[src/hw/rtl/opsb_pkg.sv]
// ----------------------------------------------------------------------------
// opsb_pkg
// Shared constants, control-word types and the microprogram of the OLED
// pixel plotter with shadow display memory.
// ----------------------------------------------------------------------------
package opsb_pkg;

  // Display geometry
  localparam int COLUMNS = 128;
  localparam int ROWS    = 64;
  localparam int PAGES   = (ROWS + 7) / 8;
  localparam int DEPTH   = PAGES * COLUMNS;
  localparam int ADDR_W  = $clog2(DEPTH);
  localparam int PAGE_W  = (PAGES > 1) ? $clog2(PAGES) : 1;

  // Fixed field widths
  localparam int X_W    = 7;
  localparam int Y_W    = 6;
  localparam int BYTE_W = 8;

  // Address command prefixes
  localparam logic [BYTE_W-1:0] COL_LO_MASK = 8'h0F;
  localparam logic [BYTE_W-1:0] COL_HI_CMD  = 8'h10;
  localparam logic [BYTE_W-1:0] PAGE_CMD    = 8'hB0;

  localparam logic [BYTE_W-1:0] CONTRAST_RST = 8'hCF;

  // Power-up command list
  localparam int INIT_LEN      = 29;
  localparam int INIT_IDX_W    = $clog2(INIT_LEN);
  localparam int CONTRAST_SLOT = 6;

  localparam logic [BYTE_W-1:0] INIT_LIST [INIT_LEN] = '{
    8'hAE, 8'hAE, 8'h00, 8'h10, 8'h40, 8'h81, 8'hCF, 8'hA1, 8'hC8, 8'hA6,
    8'hA8, 8'h3F, 8'hD3, 8'h00, 8'hD5, 8'h80, 8'hD9, 8'hF1, 8'hDA, 8'h12,
    8'hDB, 8'h40, 8'h20, 8'h02, 8'h8D, 8'h14, 8'hA4, 8'hA6, 8'hAF
  };

  // Input op codes
  localparam logic OP_DRAW = 1'b0;
  localparam logic OP_INIT = 1'b1;

  // Microprogram layout
  localparam int STEP_W = 6;
  localparam logic [STEP_W-1:0] STEP_IDLE      = 6'd0;
  localparam logic [STEP_W-1:0] STEP_D0        = 6'd1;
  localparam logic [STEP_W-1:0] STEP_D1        = 6'd2;
  localparam logic [STEP_W-1:0] STEP_D2        = 6'd3;
  localparam logic [STEP_W-1:0] STEP_D3        = 6'd4;
  localparam logic [STEP_W-1:0] STEP_INIT      = 6'd5;
  localparam logic [STEP_W-1:0] STEP_INIT_LAST = STEP_INIT + STEP_W'(INIT_LEN - 1);

  // Output byte source select
  typedef enum logic [2:0] {
    SRC_LIT      = 3'd0,
    SRC_CONTRAST = 3'd1,
    SRC_COL_LO   = 3'd2,
    SRC_COL_HI   = 3'd3,
    SRC_PAGE     = 3'd4,
    SRC_DATA     = 3'd5
  } src_e;

  // Next-step select
  typedef enum logic {
    JMP_NEXT     = 1'b0,
    JMP_DISPATCH = 1'b1
  } jmp_e;

  // One control word
  typedef struct packed {
    logic [BYTE_W-1:0] lit;
    src_e              src;
    logic              emit;
    logic              is_data;
    logic              last;
    logic              mem_wr;
    jmp_e              jmp;
  } ctl_t;

  // Sequencer to datapath
  typedef struct packed {
    ctl_t ctl;
    logic fire;   // current step executes this cycle
    logic load;   // input transaction taken, latch fields
  } cmd_t;

  // Datapath to sequencer
  typedef struct packed {
    logic mem_busy;
    logic out_free;
    logic in_range;
  } stat_t;

  // Microcode ROM
  function automatic ctl_t ucode(input logic [STEP_W-1:0] step);
    ctl_t                  c;
    logic [INIT_IDX_W-1:0] k;
    c.lit     = '0;
    c.src     = SRC_LIT;
    c.emit    = 1'b0;
    c.is_data = 1'b0;
    c.last    = 1'b0;
    c.mem_wr  = 1'b0;
    c.jmp     = JMP_DISPATCH;
    k         = '0;
    priority if (step == STEP_D0) begin
      c.src  = SRC_COL_LO;
      c.emit = 1'b1;
      c.jmp  = JMP_NEXT;
    end else if (step == STEP_D1) begin
      c.src  = SRC_COL_HI;
      c.emit = 1'b1;
      c.jmp  = JMP_NEXT;
    end else if (step == STEP_D2) begin
      c.src    = SRC_PAGE;
      c.emit   = 1'b1;
      c.mem_wr = 1'b1;
      c.jmp    = JMP_NEXT;
    end else if (step == STEP_D3) begin
      c.src     = SRC_DATA;
      c.emit    = 1'b1;
      c.is_data = 1'b1;
      c.last    = 1'b1;
    end else if (step >= STEP_INIT && step <= STEP_INIT_LAST) begin
      k      = INIT_IDX_W'(step - STEP_INIT);
      c.lit  = INIT_LIST[k];
      c.emit = 1'b1;
      if (k == INIT_IDX_W'(CONTRAST_SLOT)) begin
        c.src = SRC_CONTRAST;
      end
      if (step == STEP_INIT_LAST) begin
        c.last = 1'b1;
      end else begin
        c.jmp = JMP_NEXT;
      end
    end else begin
      // idle step and unused codes: wait for the next transaction
      c.jmp = JMP_DISPATCH;
    end
    return c;
  endfunction

endpackage

[src/hw/rtl/opsb_sequencer.sv]
// ----------------------------------------------------------------------------
// opsb_sequencer
// Step counter over the microcode ROM; dispatches new transactions and
// stalls on the output register or the memory clear sweep.
// ----------------------------------------------------------------------------
module opsb_sequencer (
  input  logic            clk_i,
  input  logic            rst_ni,
  input  logic            in_valid_i,
  output logic            in_ready_o,
  input  logic            op_i,
  input  opsb_pkg::stat_t stat_i,
  output opsb_pkg::cmd_t  cmd_o
);
  import opsb_pkg::*;

  logic [STEP_W-1:0] step_q, step_d;
  ctl_t              ctl;
  logic              go;
  logic              accept;

  assign ctl = ucode(step_q);

  // A step runs when the memory is ready and its byte has a place to go
  assign go         = ~stat_i.mem_busy & (~ctl.emit | stat_i.out_free);
  assign in_ready_o = go & (ctl.jmp == JMP_DISPATCH);
  assign accept     = in_ready_o & in_valid_i;

  // Next step
  always_comb begin
    step_d = step_q;
    if (go) begin
      unique case (ctl.jmp)
        JMP_NEXT: step_d = step_q + 1'b1;
        JMP_DISPATCH: begin
          priority if (!accept) begin
            step_d = STEP_IDLE;
          end else if (op_i == OP_INIT) begin
            step_d = STEP_INIT;
          end else if (stat_i.in_range) begin
            step_d = STEP_D0;
          end else begin
            step_d = STEP_IDLE;
          end
        end
        default: step_d = STEP_IDLE;
      endcase
    end
  end

  always_ff @(posedge clk_i or negedge rst_ni) begin
    if (!rst_ni) begin
      step_q <= STEP_IDLE;
    end else begin
      step_q <= step_d;
    end
  end

  assign cmd_o.ctl  = ctl;
  assign cmd_o.fire = go;
  assign cmd_o.load = accept;

endmodule

[config.mk]
export PLATFORM = sky130hd
export DESIGN_NAME = opsb_sequencer
export DESIGN_NICKNAME = d
export VERILOG_FILES = /design/src/hw/rtl/opsb_pkg.sv /design/src/hw/rtl/opsb_sequencer.sv
export SDC_FILE = /design/constraint.sdc
export NUM_CORES = 1
export LEC_CHECK = 0
export BUFFER_PORTS_ARGS = -buffer_cell sky130_fd_sc_hd__buf_2
export CORE_ASPECT_RATIO = 0.7
export CORE_MARGIN = 4
export CORE_UTILIZATION = 45
export CTS_BUF_LIST = sky130_fd_sc_hd__clkbuf_16
export DETAILED_ROUTE_END_ITERATION = 7
export GPL_TIMING_DRIVEN = 0
export MAX_ROUTING_LAYER = met4
export PLACE_DENSITY = 0.68
export SLEW_MARGIN = 15
export SYNTH_ARGS = -nofsm -noshare
export SYNTH_HDL_FRONTEND = slang
export SYNTH_SLANG_ARGS = --single-unit
[constraint.sdc]
create_clock -name clk_i -period 6 [get_ports clk_i]
set_clock_uncertainty 0.2 [all_clocks]
set_input_delay 0.9 -clock clk_i [delete_from_list [all_inputs] [get_ports clk_i]]
set_output_delay 0.9 -clock clk_i [all_outputs]
set_load 0.005 [all_outputs]
Word-level counts from Yosys, hierarchy flattened
Memories as Yosys holds them, arrays and structs flattened.
Index checks and enable logic that the tools add are counted.
Word-level totals
  ROM bits: 256
  output and inout port bits: 19
  input bits: 7
  flip-flop bits (word level): 6
  memories kept: 1
Operators by class
  $lt $le $gt $ge: 3
  reductions and logical operators: 1
  mux-type cells: 29
  equality and inequality tests: 6
  add/subtract/negate cells: 2
  bitwise logic cells: 8
Memory list
  (no name shown): words 32, bits a word 8, rd ports 1, clocked after Yosys merged registers in 0, wr ports 0, RTL line opsb_pkg.sv:126  | c.lit = INIT_LIST[k];
Operator list (count)
  8-bit 2-to-1 mux: 6
  4-bit 2-to-1 mux: 4
  6-bit by 2-bit == test with 1-bit output, second input constant: 2
  1-bit 2-to-1 mux: 12
  12-bit 2-to-1 mux: 1
  3-bit 2-to-1 mux: 4
  6-bit one-hot mux with 2 select lines: 1
  6-bit by 1-bit adder with 6-bit output, second input constant: 1
  6-bit by 1-bit == test with 1-bit output, second input constant: 1
  6-bit by 3-bit == test with 1-bit output, second input constant: 1
  6-bit == test, second input constant: 1
  6-bit by 3-bit greater-or-equal comparator with 1-bit output, second input constant: 1
  6-bit greater-or-equal comparator, second input constant: 1
  6-bit less-or-equal comparator, second input constant: 1
  5-bit inverter with 6-bit output: 1
  5-bit by 3-bit == test with 1-bit output, second input constant: 1
  5-bit by 3-bit subtractor with 5-bit output, second input constant: 1
  1-bit bitwise AND: 3
  1-bit inverter: 3
  2-bit 2-to-1 mux: 1
  1-bit logical AND: 1
  1-bit bitwise OR: 1

Depth between registers and ports, before layout
Gate-level depths: netlist (run 1).
  word-level depth: 17
  depth in mapped cells: 12
  gate-level depth less buffers: 8

Least setup slack after synthesis (run 1)
OpenSTA, ideal clock, no wires.
  kind: reg2out
  start point: register step_q[0]
  end point: output cmd_o[0] in the netlist's numbering
  cell stages (with the launch flop): 13
  data arrival time: 2579 ps
  buffers on the path: 4
  path slack: 2321 ps
  cell sequence: dfrtp_1 -> clkbuf_1 -> inv_1 -> ha_1 -> clkbuf_1 -> nor2b_1 -> o31a_1 -> a41oi_4 -> or2_1 -> buf_2 -> inv_1 -> and3_1 -> buf_4
Between the ends
  word-level cells in the longest chain between the ends: 12
RTL lines
  from (decl): RTL line opsb_sequencer.sv:17  | logic [STEP_W-1:0] step_q, step_d;
  from (signal assigned): RTL line opsb_sequencer.sv:55  | step_q <= step_d;
  6-bit by 3-bit greater-or-equal comparator with 1-bit output / 6-bit less-or-equal comparator (equally long branches): RTL line opsb_pkg.sv:124  | end else if (step >= STEP_INIT && step <= STEP_INIT_LAST) begin
  1-bit logical AND: RTL line opsb_pkg.sv:124
  12-bit 2-to-1 mux: RTL line opsb_pkg.sv:124
  4-bit 2-to-1 mux: RTL line opsb_pkg.sv:119  | end else if (step == STEP_D3) begin
  4-bit 2-to-1 mux: RTL line opsb_pkg.sv:114  | end else if (step == STEP_D2) begin
  4-bit 2-to-1 mux: RTL line opsb_pkg.sv:110  | end else if (step == STEP_D1) begin
  4-bit 2-to-1 mux *: RTL line opsb_pkg.sv:106  | priority if (step == STEP_D0) begin
  1-bit inverter *: RTL line opsb_sequencer.sv:25  | assign go = ~stat_i.mem_busy & (~ctl.emit | stat_i.out_free);
  1-bit bitwise OR *: RTL line opsb_sequencer.sv:25
  1-bit bitwise AND *: RTL line opsb_sequencer.sv:25
  via go: RTL line opsb_sequencer.sv:19  | logic go;
  1-bit bitwise AND *: RTL line opsb_sequencer.sv:26  | assign in_ready_o = go & (ctl.jmp == JMP_DISPATCH);
  1-bit bitwise AND *: RTL line opsb_sequencer.sv:27  | assign accept = in_ready_o & in_valid_i;
  to (decl): RTL line opsb_sequencer.sv:13  | output opsb_pkg::cmd_t cmd_o
Mark *: on every way through the listed nets, which the timed path passes. The rest lies on a longest branch.

Final worst setup path (run 1)
Ends and elaborated chain as after synthesis.

==> results of run 1 <==
-- layer usage --
metal  vias to the layer above  track usage  part of all wire
met5                         -            -                 0
met2                        85        0.343              0.43
met1                       661        0.322              0.46
met4                         0       0.0318             0.012
li1                        691            -                 -
met3                        10       0.0432              0.10
-- critical path, stage by stage (launching register included) --
cell      delay [ns]
dfrtp_1         0.45
clkbuf_1        0.39
inv_1           0.22
ha_1            0.27
clkbuf_1        0.22
nor2b_1         0.19
o31a_1          0.35
a41oi_4         0.32
or2_1           0.14
buf_2           0.16
inv_1           0.09
and3_1          0.19
buf_4           0.12
buf_2           0.11
-- per-stage QoR --
stage	utilization	instance area (um2)	hold slack, ns
final	0.577	1450	0.292
after global routing	0.577	1450	0.300
after CTS	0.577	1450	0.294
after detailed placement	0.547	1380	0.526
after global placement	0.547	1380	0.520
after floorplan	-	1210	0.404
-- cells in the final DEF, fill, tap and decap left out, types with 2 or more instances in the layout --
master / netlist / final
a2111oi_0: 2 / 2
a211oi_1: 7 / 7
a21oi_1: 8 / 8
a221oi_1: 2 / 2
a2bb2oi_1: 2 / 2
a311oi_1: 2 / 2
and3_1: 3 / 3
buf_2: 3 / 28
buf_4: 2 / 2
buf_6: 2 / 2
clkbuf_1: 9 / 9
clkbuf_16: 0 / 3
dfrtp_1: 6 / 6
ha_1: 9 / 9
inv_1: 10 / 10
mux2_2: 2 / 2
mux2i_1: 3 / 3
nand2_1: 14 / 14
nand3_1: 4 / 4
nand3b_1: 2 / 2
nand4_1: 4 / 4
nor2_1: 10 / 10
nor2b_1: 2 / 2
nor3_1: 7 / 7
nor4_1: 6 / 6
o211ai_1: 4 / 4
o21ai_0: 8 / 8
o22ai_1: 3 / 3
or2_1: 2 / 2
or3_1: 3 / 3
xnor2_1: 2 / 2
-- final cells by class --
cell class                 instances  area (um2)
clock buffer                       3        75.1
multi-input combinational        132         927
tap                               34        42.5
inverter                          11        43.8
sequential                         6         150
fill                             233        1060
buffer                            16        86.3
timing repair buffer              25         125
-- worst paths after layout --
check | from | endpoint | slack, ns
max in group asynchronous | rst_ni | step_q[3] | 5.16
hold reg to reg | step_q[1] | step_q[1] | 0.56
min in group clk_i | step_q[1] | step_q[1] | 0.56
setup reg to reg | step_q[0] | step_q[4] | 2.58
setup / recovery | step_q[0] | cmd_o[0] | 1.43
hold / removal | rst_ni | step_q[1] | 0.29
-- kinds of logic (layout without fill, tap and decap cells) --
logic type / count (synthesis) / in the layout / synth area share
simple gates: 62 / 62 / 0.265
compound gates: 54 / 54 / 0.351
buf+inv: 27 / 55 / 0.108
fa+ha+maj: 9 / 9 / 0.0933
flops: 6 / 6 / 0.124
mux: 5 / 5 / 0.0435
xor+xnor: 2 / 2 / 0.0145
==> qor.yml, run 1 <==
timing:
  min_period_ns: 4.57
  fin_crit_sh: 0.761
  max_freq_ghz: 0.219
  finalMaxSlewViolations: 0
  final_hold_viol_count: 0
  rsz0062_at_grt: "false"
  worst_slack_ns: 1.43
  slew_headroom: 0.464
  setup_viol: 0
  finalSetupTns_ns: 0
  worstMarginPinSlew_ns: 0.798
synth:
  syn_nets: 181
  ys_types: 52
  ys_warn_count: 0
  yosys.area.top_type_share: 0.124
  netlist_instances: 165
  yosys-top-cells-area: "dfrtp_1, ha_1, a211oi_1, nand2_1, a21oi_1"
  avgSynthCellArea_um2: 7.32
  yosysTopAreaCell: "dfrtp_1"
  ys.flop_type: "dfrtp_1"
  synth.most_common_cell: "nand2_1"
  seq_area_frac_synth: 0.124
  yosys-top-cells-count: "nand2_1, inv_1, nor2_1"
  syn_area_um2: 1210
  async_flop_share: 1.00
  synth_edf_count: 0
  yosys_register_bits: 6
final_layout:
  drive_above_1_share: 0.212
  post_layout_nonfiller_instances: 227
  num-nets-final: 211
  antenna_cells: 0
  top_regs: "step_q: 6 flops"
  syn_to_final_growth_pct: 20.1
  top_register: "step_q"
  largest_reg_flops: 6
placement:
  port-buffer-count: 25
  hpwl_um: 2930
  place.gp.congestion: 0.969
  dp.cells: 224
  place_ws_ns: 1.75
global_route:
  grt_pass1_vias: 1335
  grt_pass1_wl_um: 6530
  grt_remaining_overflow: 0
  grt_util_all_layers: 0.227
  grt_max_degree: 12
  antenna_found_initial: 0
flow_run:
  cap_violations: 0
clock_network:
  clockBufferDepth: 2
  hold_buffers: 0
  cts_tree: "built"
  clk_pin_slew_ns: 0.03
  numCtsBuffers: 3
  clock-root-buffer: "clkbuf_16"
  post_cts_buffers: 0
  cts_sinks: 6
  worstSkewPairLatency_ns: 0.23
  h-tree-depth: 1
  cts_resized: 0
critical_path:
  reg2regPathDepth: 9
  end_kind: "output port"
  arrival_ns: 3.47
  start_kind: "flop"
  path_class: "flop to output port"
  required_ns: 4.90
  critPathMaxFanout: 10
floorplan:
  design.die.area_um2: 3590
  row_count: 15
  chipHeight_um: 51.3
  num_io_pins: 26
  die_w_um: 69.9
  start_util: 0.480
  core_um2: 2510
drt:
  drc_errors: 0
  avgViaCountPerCell: 6.37
  via_count: 1447
  drtIter0Drc: 116
  wirelength_um: 3870
  routedWlPerCell_um: 17.1
  dr.pass1.iters: 4
  ant_nets: 0
run_status:
  status: "finished clean"
min_path:
  hp-class: "primary input to async pin"
Power of run 1 is left out: the tool's default activity adds up to more than one toggle a clock period on the data nets, which glitch-free logic cannot reach.
==> inputs of run 2 (changes only) <==
--- a/config.mk
+++ b/config.mk
@@ -5,6 +5,7 @@
 export SDC_FILE = /design/constraint.sdc
 export NUM_CORES = 1
 export LEC_CHECK = 0
+export ABC_AREA = 1
 export BUFFER_PORTS_ARGS = -buffer_cell sky130_fd_sc_hd__buf_2
 export CORE_ASPECT_RATIO = 0.7
 export CORE_MARGIN = 4
@@ -13,7 +14,7 @@
 export DETAILED_ROUTE_END_ITERATION = 7
 export GPL_TIMING_DRIVEN = 0
 export MAX_ROUTING_LAYER = met4
-export PLACE_DENSITY = 0.68
+export PLACE_DENSITY = 0.71
 export SLEW_MARGIN = 15
 export SYNTH_ARGS = -nofsm -noshare
 export SYNTH_HDL_FRONTEND = slang
==> constraint.sdc (replaced) <==
create_clock -name clk_i -period 3.8 [get_ports clk_i]
set_clock_uncertainty 0.2 [all_clocks]
set_input_delay 0.57 -clock clk_i [delete_from_list [all_inputs] [get_ports clk_i]]
set_output_delay 0.57 -clock clk_i [all_outputs]
set_load 0.005 [all_outputs]
==> qor.yml, run 2 <==
critical_path:
  arrival_ns: 2.81  # -0.66 ns
  start_kind: "flop"
  critPathMaxFanout: 9  # -1
  cp_slowest_stage_delay_ns: 0.48  # +0.03 ns
  required_ns: 3.03  # -1.87 ns
  cpMaxStageDelayCell: "dfrtp_1"
  path_class: "flop to output port"
  end_kind: "output port"
  crit_chain: "inv_1, ha_1, ha_1, clkbuf_1, inv_1, nor2_1, o21ai_0, o21ai_0, nand2_1, nand2_1, a31oi_1, buf_2"
clock_network:
  clk_pin_slew_ns: 0.03  # about the same
  cts_tree: "built"
  numCtsBuffers: 3  # unchanged
  h-tree-depth: 1  # unchanged
  clockBufferDepth: 2  # unchanged
  worstSkewPairLatency_ns: 0.23  # about the same
  clock-root-buffer: "clkbuf_16"
  cts_sinks: 6  # unchanged
synth:
  ys_warn_count: 0  # unchanged
  syn_nets: 194  # +7.2%
  syn_area_um2: 1100  # -9.0%
  netlist_instances: 178  # +7.9%
  ys.flop_type: "dfrtp_1"
  yosys_register_bits: 6  # unchanged
  ys_types: 29  # -44%
  yosysTopAreaCell: "dfrtp_1"
  yosys-top-cells-count: "nor2_1, inv_1, nand2_1"
  yosys-top-cells-area: "dfrtp_1, nor2_1, ha_1, inv_1, nand2_1"
  yosys.area.top_type_share: 0.137  # +0.0123
  synth.most_common_cell: "nor2_1"
  async_flop_share: 1.00  # unchanged
  seq_area_frac_synth: 0.137  # +0.0123
  avgSynthCellArea_um2: 6.17  # -16%
  synth_edf_count: 0  # unchanged
final_layout:
  final_cell_mix: "nor2_1, buf_2, nand2_1"
  layout_commonest_cell: "nor2_1"
  top_register: "step_q"
  syn_to_final_growth_pct: 26.0
  num-nets-final: 229  # +8.5%
  largest_reg_flops: 6  # unchanged
  final_area_um2: 1380  # -4.6%
  drive_above_1_share: 0.289  # +0.0767
  top_regs: "step_q: 6 flops"
  antenna_cells: 0  # unchanged
  finish.utilization: 0.617  # +0.0406
timing:
  worst_slack_ns: 0.223  # -1.21 ns
  min_period_ns: 3.58
  max_freq_ghz: 0.280
  final_hold_viol_count: 0  # unchanged
  fin_crit_sh: 0.941
  slew_headroom: 0.735  # +0.271
  finalMaxSlewViolations: 0  # unchanged
  setup_viol: 0  # unchanged
  worstMarginPinSlew_ns: 0.393  # -0.405 ns
  finalSetupTns_ns: 0  # unchanged
flow_run:
  cap_violations: 0  # unchanged
floorplan:
  row_count: 14  # -1
  num_io_pins: 26  # unchanged
  die_w_um: 67.1  # -4.1%
  core_um2: 2240  # -11%
  design.die.area_um2: 3310  # -7.8%
  chipHeight_um: 49.3  # -3.9%
  start_util: 0.490  # +0.00986
drt:
  wirelength_um: 3130  # -19%
  drtIter0Drc: 136  # +17%
  wl_met3_um: 372  # -5.3%
  via_count: 1287  # -11%
  ant_nets: 0  # unchanged
  wl_met1_um: 1300  # -26%
  drc_errors: 0  # unchanged
  avgViaCountPerCell: 5.30  # -17%
  top_layer_used: "met4"
  routedWlPerCell_um: 12.9  # -24%
  dr.pass1.iters: 4  # unchanged
  wl_met2_um: 1440  # -14%
placement:
  place.gp.congestion: 0.954  # -1.5%
  hpwl_um: 2450  # -16%
  place_ws_ns: 0.407  # -1.34 ns
  placed_area_um2: 1260  # -8.1%
  port-buffer-count: 25  # unchanged
min_path:
  hp-class: "flop to flop"
global_route:
  antenna_found_initial: 0  # unchanged
  grt_max_degree: 11  # -1
  grt_remaining_overflow: 0  # unchanged
  grt_util_all_layers: 0.201  # -0.0264
  grt_pass1_vias: 1103  # -17%
  grt_pass1_wl_um: 5040  # -23%
run_status:
  status: "finished clean"
-- run 2: cell count changes after synthesis, moves of 5 or more --
cell      delta
nand2_2      +5
nor4_1       -6
a211oi_1     -5
nand3_1      +6
nand2_1     +12
nor2_1      +21
clkbuf_1     -8
inv_1       +16
-- run 2: cell type report --
type                            count  area, um2
Multi-Input combinational cell    136        786
Timing Repair Buffer               30        165
Clock buffer                        3       75.1
Sequential cell                     6        151
Buffer                              7       51.3
Fill cell                         227        858
Tap cell                           32       40.0
Inverter                           29        115
-- run 2: cells by family after synthesis --
family          count (synthesis)  synth area share
buf+inv                        36             0.148
fa+ha+maj                       9             0.103
flops                           6             0.137
xor+xnor                        1           0.00797
compound gates                 39             0.212
simple gates                   87             0.393
-- run 2: metrics by stage --
step | std cells | hold slack, ns
after detailed placement | 235 | 0.201
after global placement | 235 | 0.200
final | 243 | 0.435
after global routing | 243 | 0.475
after CTS | 239 | 0.437
after floorplan | 178 | 0.0744
-- run 2: what timing repair did --
| action | 4_1_cts | 5_1_grt |
|---|---|---|
| gates resized for setup | 0 | 2 |
| endpoints found under the hold margin | 6 | 0 |
| hold buffers | 1 | 0 |
| endpoints found under the setup margin | 0 | 5 |
| setup buffers | 0 | 4 |
-- run 2: routing by layer --
metal	global-route usage	up-vias
li1	-	642
met1	0.287	572
met2	0.289	69
met3	0.0415	4
met4	0.0404	0
met5	-	-
-- run 2: critical path, delay by kind of cell, from the launching register on --
family	cells	cell delay, ns
and+or+nand+nor	3	0.23
DFF	1	0.48
adders and majority gates	2	0.57
AOI/OAI and AO/OA	3	0.56
buffers and inverters	4	0.74
-- run 2: path summary, 6_finish.rpt --
kind / startpoint / end / slack [ns] / depth (start not counted)
max: step_q[1] / cmd_o[14] / 0.22 / 12
min: step_q[5] / step_q[5] / 0.44 / 2
max reg2reg: step_q[1] / step_q[4] / 1.45 / 14
min reg2reg: step_q[5] / step_q[5] / 0.44 / 2
max in group asynchronous: rst_ni / step_q[0] / 2.71 / 2
min in group asynchronous: rst_ni / step_q[5] / 0.52 / 2
Power of run 2 is left out for the same reason.
==> inputs of run 3 (changes only) <==
--- a/config.mk
+++ b/config.mk
@@ -14,7 +14,7 @@
 export DETAILED_ROUTE_END_ITERATION = 7
 export GPL_TIMING_DRIVEN = 0
 export MAX_ROUTING_LAYER = met4
-export PLACE_DENSITY = 0.71
+export PLACE_DENSITY = 0.69
 export SLEW_MARGIN = 15
 export SYNTH_ARGS = -nofsm -noshare
 export SYNTH_HDL_FRONTEND = slang
==> constraint.sdc (replaced) <==
create_clock -name clk_i -period 3.5 [get_ports clk_i]
set_clock_uncertainty 0.2 [all_clocks]
set_input_delay 0.525 -clock clk_i [delete_from_list [all_inputs] [get_ports clk_i]]
set_output_delay 0.525 -clock clk_i [all_outputs]
set_load 0.005 [all_outputs]
==> qor.yml, run 3 (synthesized netlist as in run 2, its figures left out) <==
run_status:
  status: "finished clean"
floorplan:
  chipHeight_um: 49.3  # unchanged
  start_util: 0.490  # unchanged
  row_count: 14  # unchanged
  core_um2: 2240  # unchanged
  die_w_um: 67.1  # unchanged
  design.die.area_um2: 3310  # unchanged
  num_io_pins: 26  # unchanged
global_route:
  grt_max_degree: 11  # unchanged
  grt_remaining_overflow: 0  # unchanged
  grt_pass1_wl_um: 5230  # +3.8%
  antenna_found_initial: 0  # unchanged
  grt_pass1_vias: 1114  # +1.0%
  grt_util_all_layers: 0.204  # +0.00310
min_path:
  hp-class: "primary input to async pin"
final_layout:
  num-nets-final: 224  # -2.2%
  top_register: "step_q"
  top_regs: "step_q: 6 flops"
  layout_commonest_cell: "nor2_1"
  drive_above_1_share: 0.286  # -0.00269
  multiInputGateArea_um2: 791  # +0.64%
  regArea_um2: 151  # unchanged
  fillers: 221  # -2.6%
  antenna_cells: 0  # unchanged
  final_cell_mix: "nor2_1, buf_2, nand2_1"
  syn_to_final_growth_pct: 23.0
  finish.utilization: 0.603  # -0.0145
  largest_reg_flops: 6  # unchanged
drt:
  top_layer_used: "met3"
  wl_met2_um: 1270  # -11%
  drtIter0Drc: 66  # -51%
  drc_errors: 0  # unchanged
  avgViaCountPerCell: 5.30  # about the same
  wl_met3_um: 263  # -29%
  ant_nets: 0  # unchanged
  wirelength_um: 2920  # -7.0%
  routedWlPerCell_um: 12.2  # -5.0%
  dr.pass1.iters: 5  # +1
  wl_met1_um: 1380  # +6.2%
  via_count: 1261  # -2.0%
clock_network:
  cts_sinks: 6  # unchanged
  clk_pin_slew_ns: 0.03  # about the same
  cts_tree: "built"
  clockBufferDepth: 2  # unchanged
  numCtsBuffers: 3  # unchanged
  clock-root-buffer: "clkbuf_16"
  worstSkewPairLatency_ns: 0.23  # about the same
  h-tree-depth: 1  # unchanged
critical_path:
  end_kind: "output port"
  critPathMaxFanout: 10  # +1
  required_ns: 2.77  # -0.26 ns
  cp_top_family: "adder cells"
  start_kind: "flop"
  cpMaxStageDelayCell: "dfrtp_2"
  cp_slowest_stage_delay_ns: 0.46  # -0.02 ns
  worstPathBufferInverterCount: 3  # -1
  crit_chain: "inv_2, ha_2, ha_2, inv_1, nor2_1, o21ai_0, o21ai_0, nand2_1, nand2_1, a31oi_1, buf_2"
  path_class: "flop to output port"
  arrival_ns: 2.65  # -0.16 ns
timing:
  final_hold_viol_count: 0  # unchanged
  finalMaxSlewViolations: 0  # unchanged
  fin_crit_sh: 0.965
  setup_viol: 0  # unchanged
  finalSetupTns_ns: 0  # unchanged
  worstMarginPinSlew_ns: 0.342  # -0.0512 ns
  max_freq_ghz: 0.296
  rsz0062_at_grt: "false"
  slew_headroom: 0.770  # +0.0345
  min_period_ns: 3.38
placement:
  place.gp.congestion: 0.926  # -2.9%
  hpwl_um: 2390  # -2.6%
  port-buffer-count: 25  # unchanged
flow_run:
  cap_violations: 0  # unchanged
run 3: worst reg2reg max path, cell delays in order (launching register included):
cell and delay (ns):
dfrtp_2 0.46, inv_2 0.19, ha_2 0.27, inv_1 0.10
a21oi_2 0.21, nand3_2 0.11, nand2_2 0.13, nand2_4 0.06
nand2_4 0.07, nand2_4 0.05, inv_4 0.05, buf_6 0.13
o21ai_2 0.06, nor2_1 0.12, nor2_1 0.05
run 3: worst paths after layout:
check                                from         to  slack [ns]  depth (start not counted)
worst min-delay path               rst_ni  step_q[0]        0.45                          2
max in group asynchronous          rst_ni  step_q[0]        2.50                          2
worst min register to register  step_q[0]  step_q[0]        0.45                          2
worst max-delay path            step_q[0]  cmd_o[14]        0.12                         11
min in group clk_i              step_q[0]  step_q[0]        0.45                          2
worst max register to register  step_q[0]  step_q[2]        1.11                         14
run 3: repair_timing:
| action | CTS | global route |
|---|---|---|
| resized for setup | 2 | 2 |
| cloned | 0 | 0 |
| hold buffers | 1 | 0 |
| hold endpoints to repair | 6 | 0 |
| setup buffers | 0 | 0 |
| endpoints found under the setup margin | 5 | 7 |
run 3: metrics by stage:
step,area (um2),std cells,setup slack [ns],hold slack (ns)
floorplan,1100,178,0.667,0.0294
global placement,1260,235,0.138,0.148
detailed placement,1260,235,0.145,0.153
CTS,1350,239,0.0519,0.447
global route,1350,238,0.00656,0.475
finish,1350,238,0.123,0.449
run 3: per-layer routing:
layer | GRT usage | up-vias
li1 | - | 633
met2 | 0.290 | 54
met1 | 0.308 | 574
met5 | - | -
met3 | 0.0276 | 0
met4 | 0.0303 | 0
run 3: final cells by class:
type                    instances  area share
clock buffers                   3      0.0556
multi-input cells             136       0.585
well taps                      32      0.0296
plain buffers                   6      0.0352
repair buffers                 26       0.100
inverters                      29      0.0824
flip-flops and latches          6       0.112
Power of run 3 is left out for the same reason.
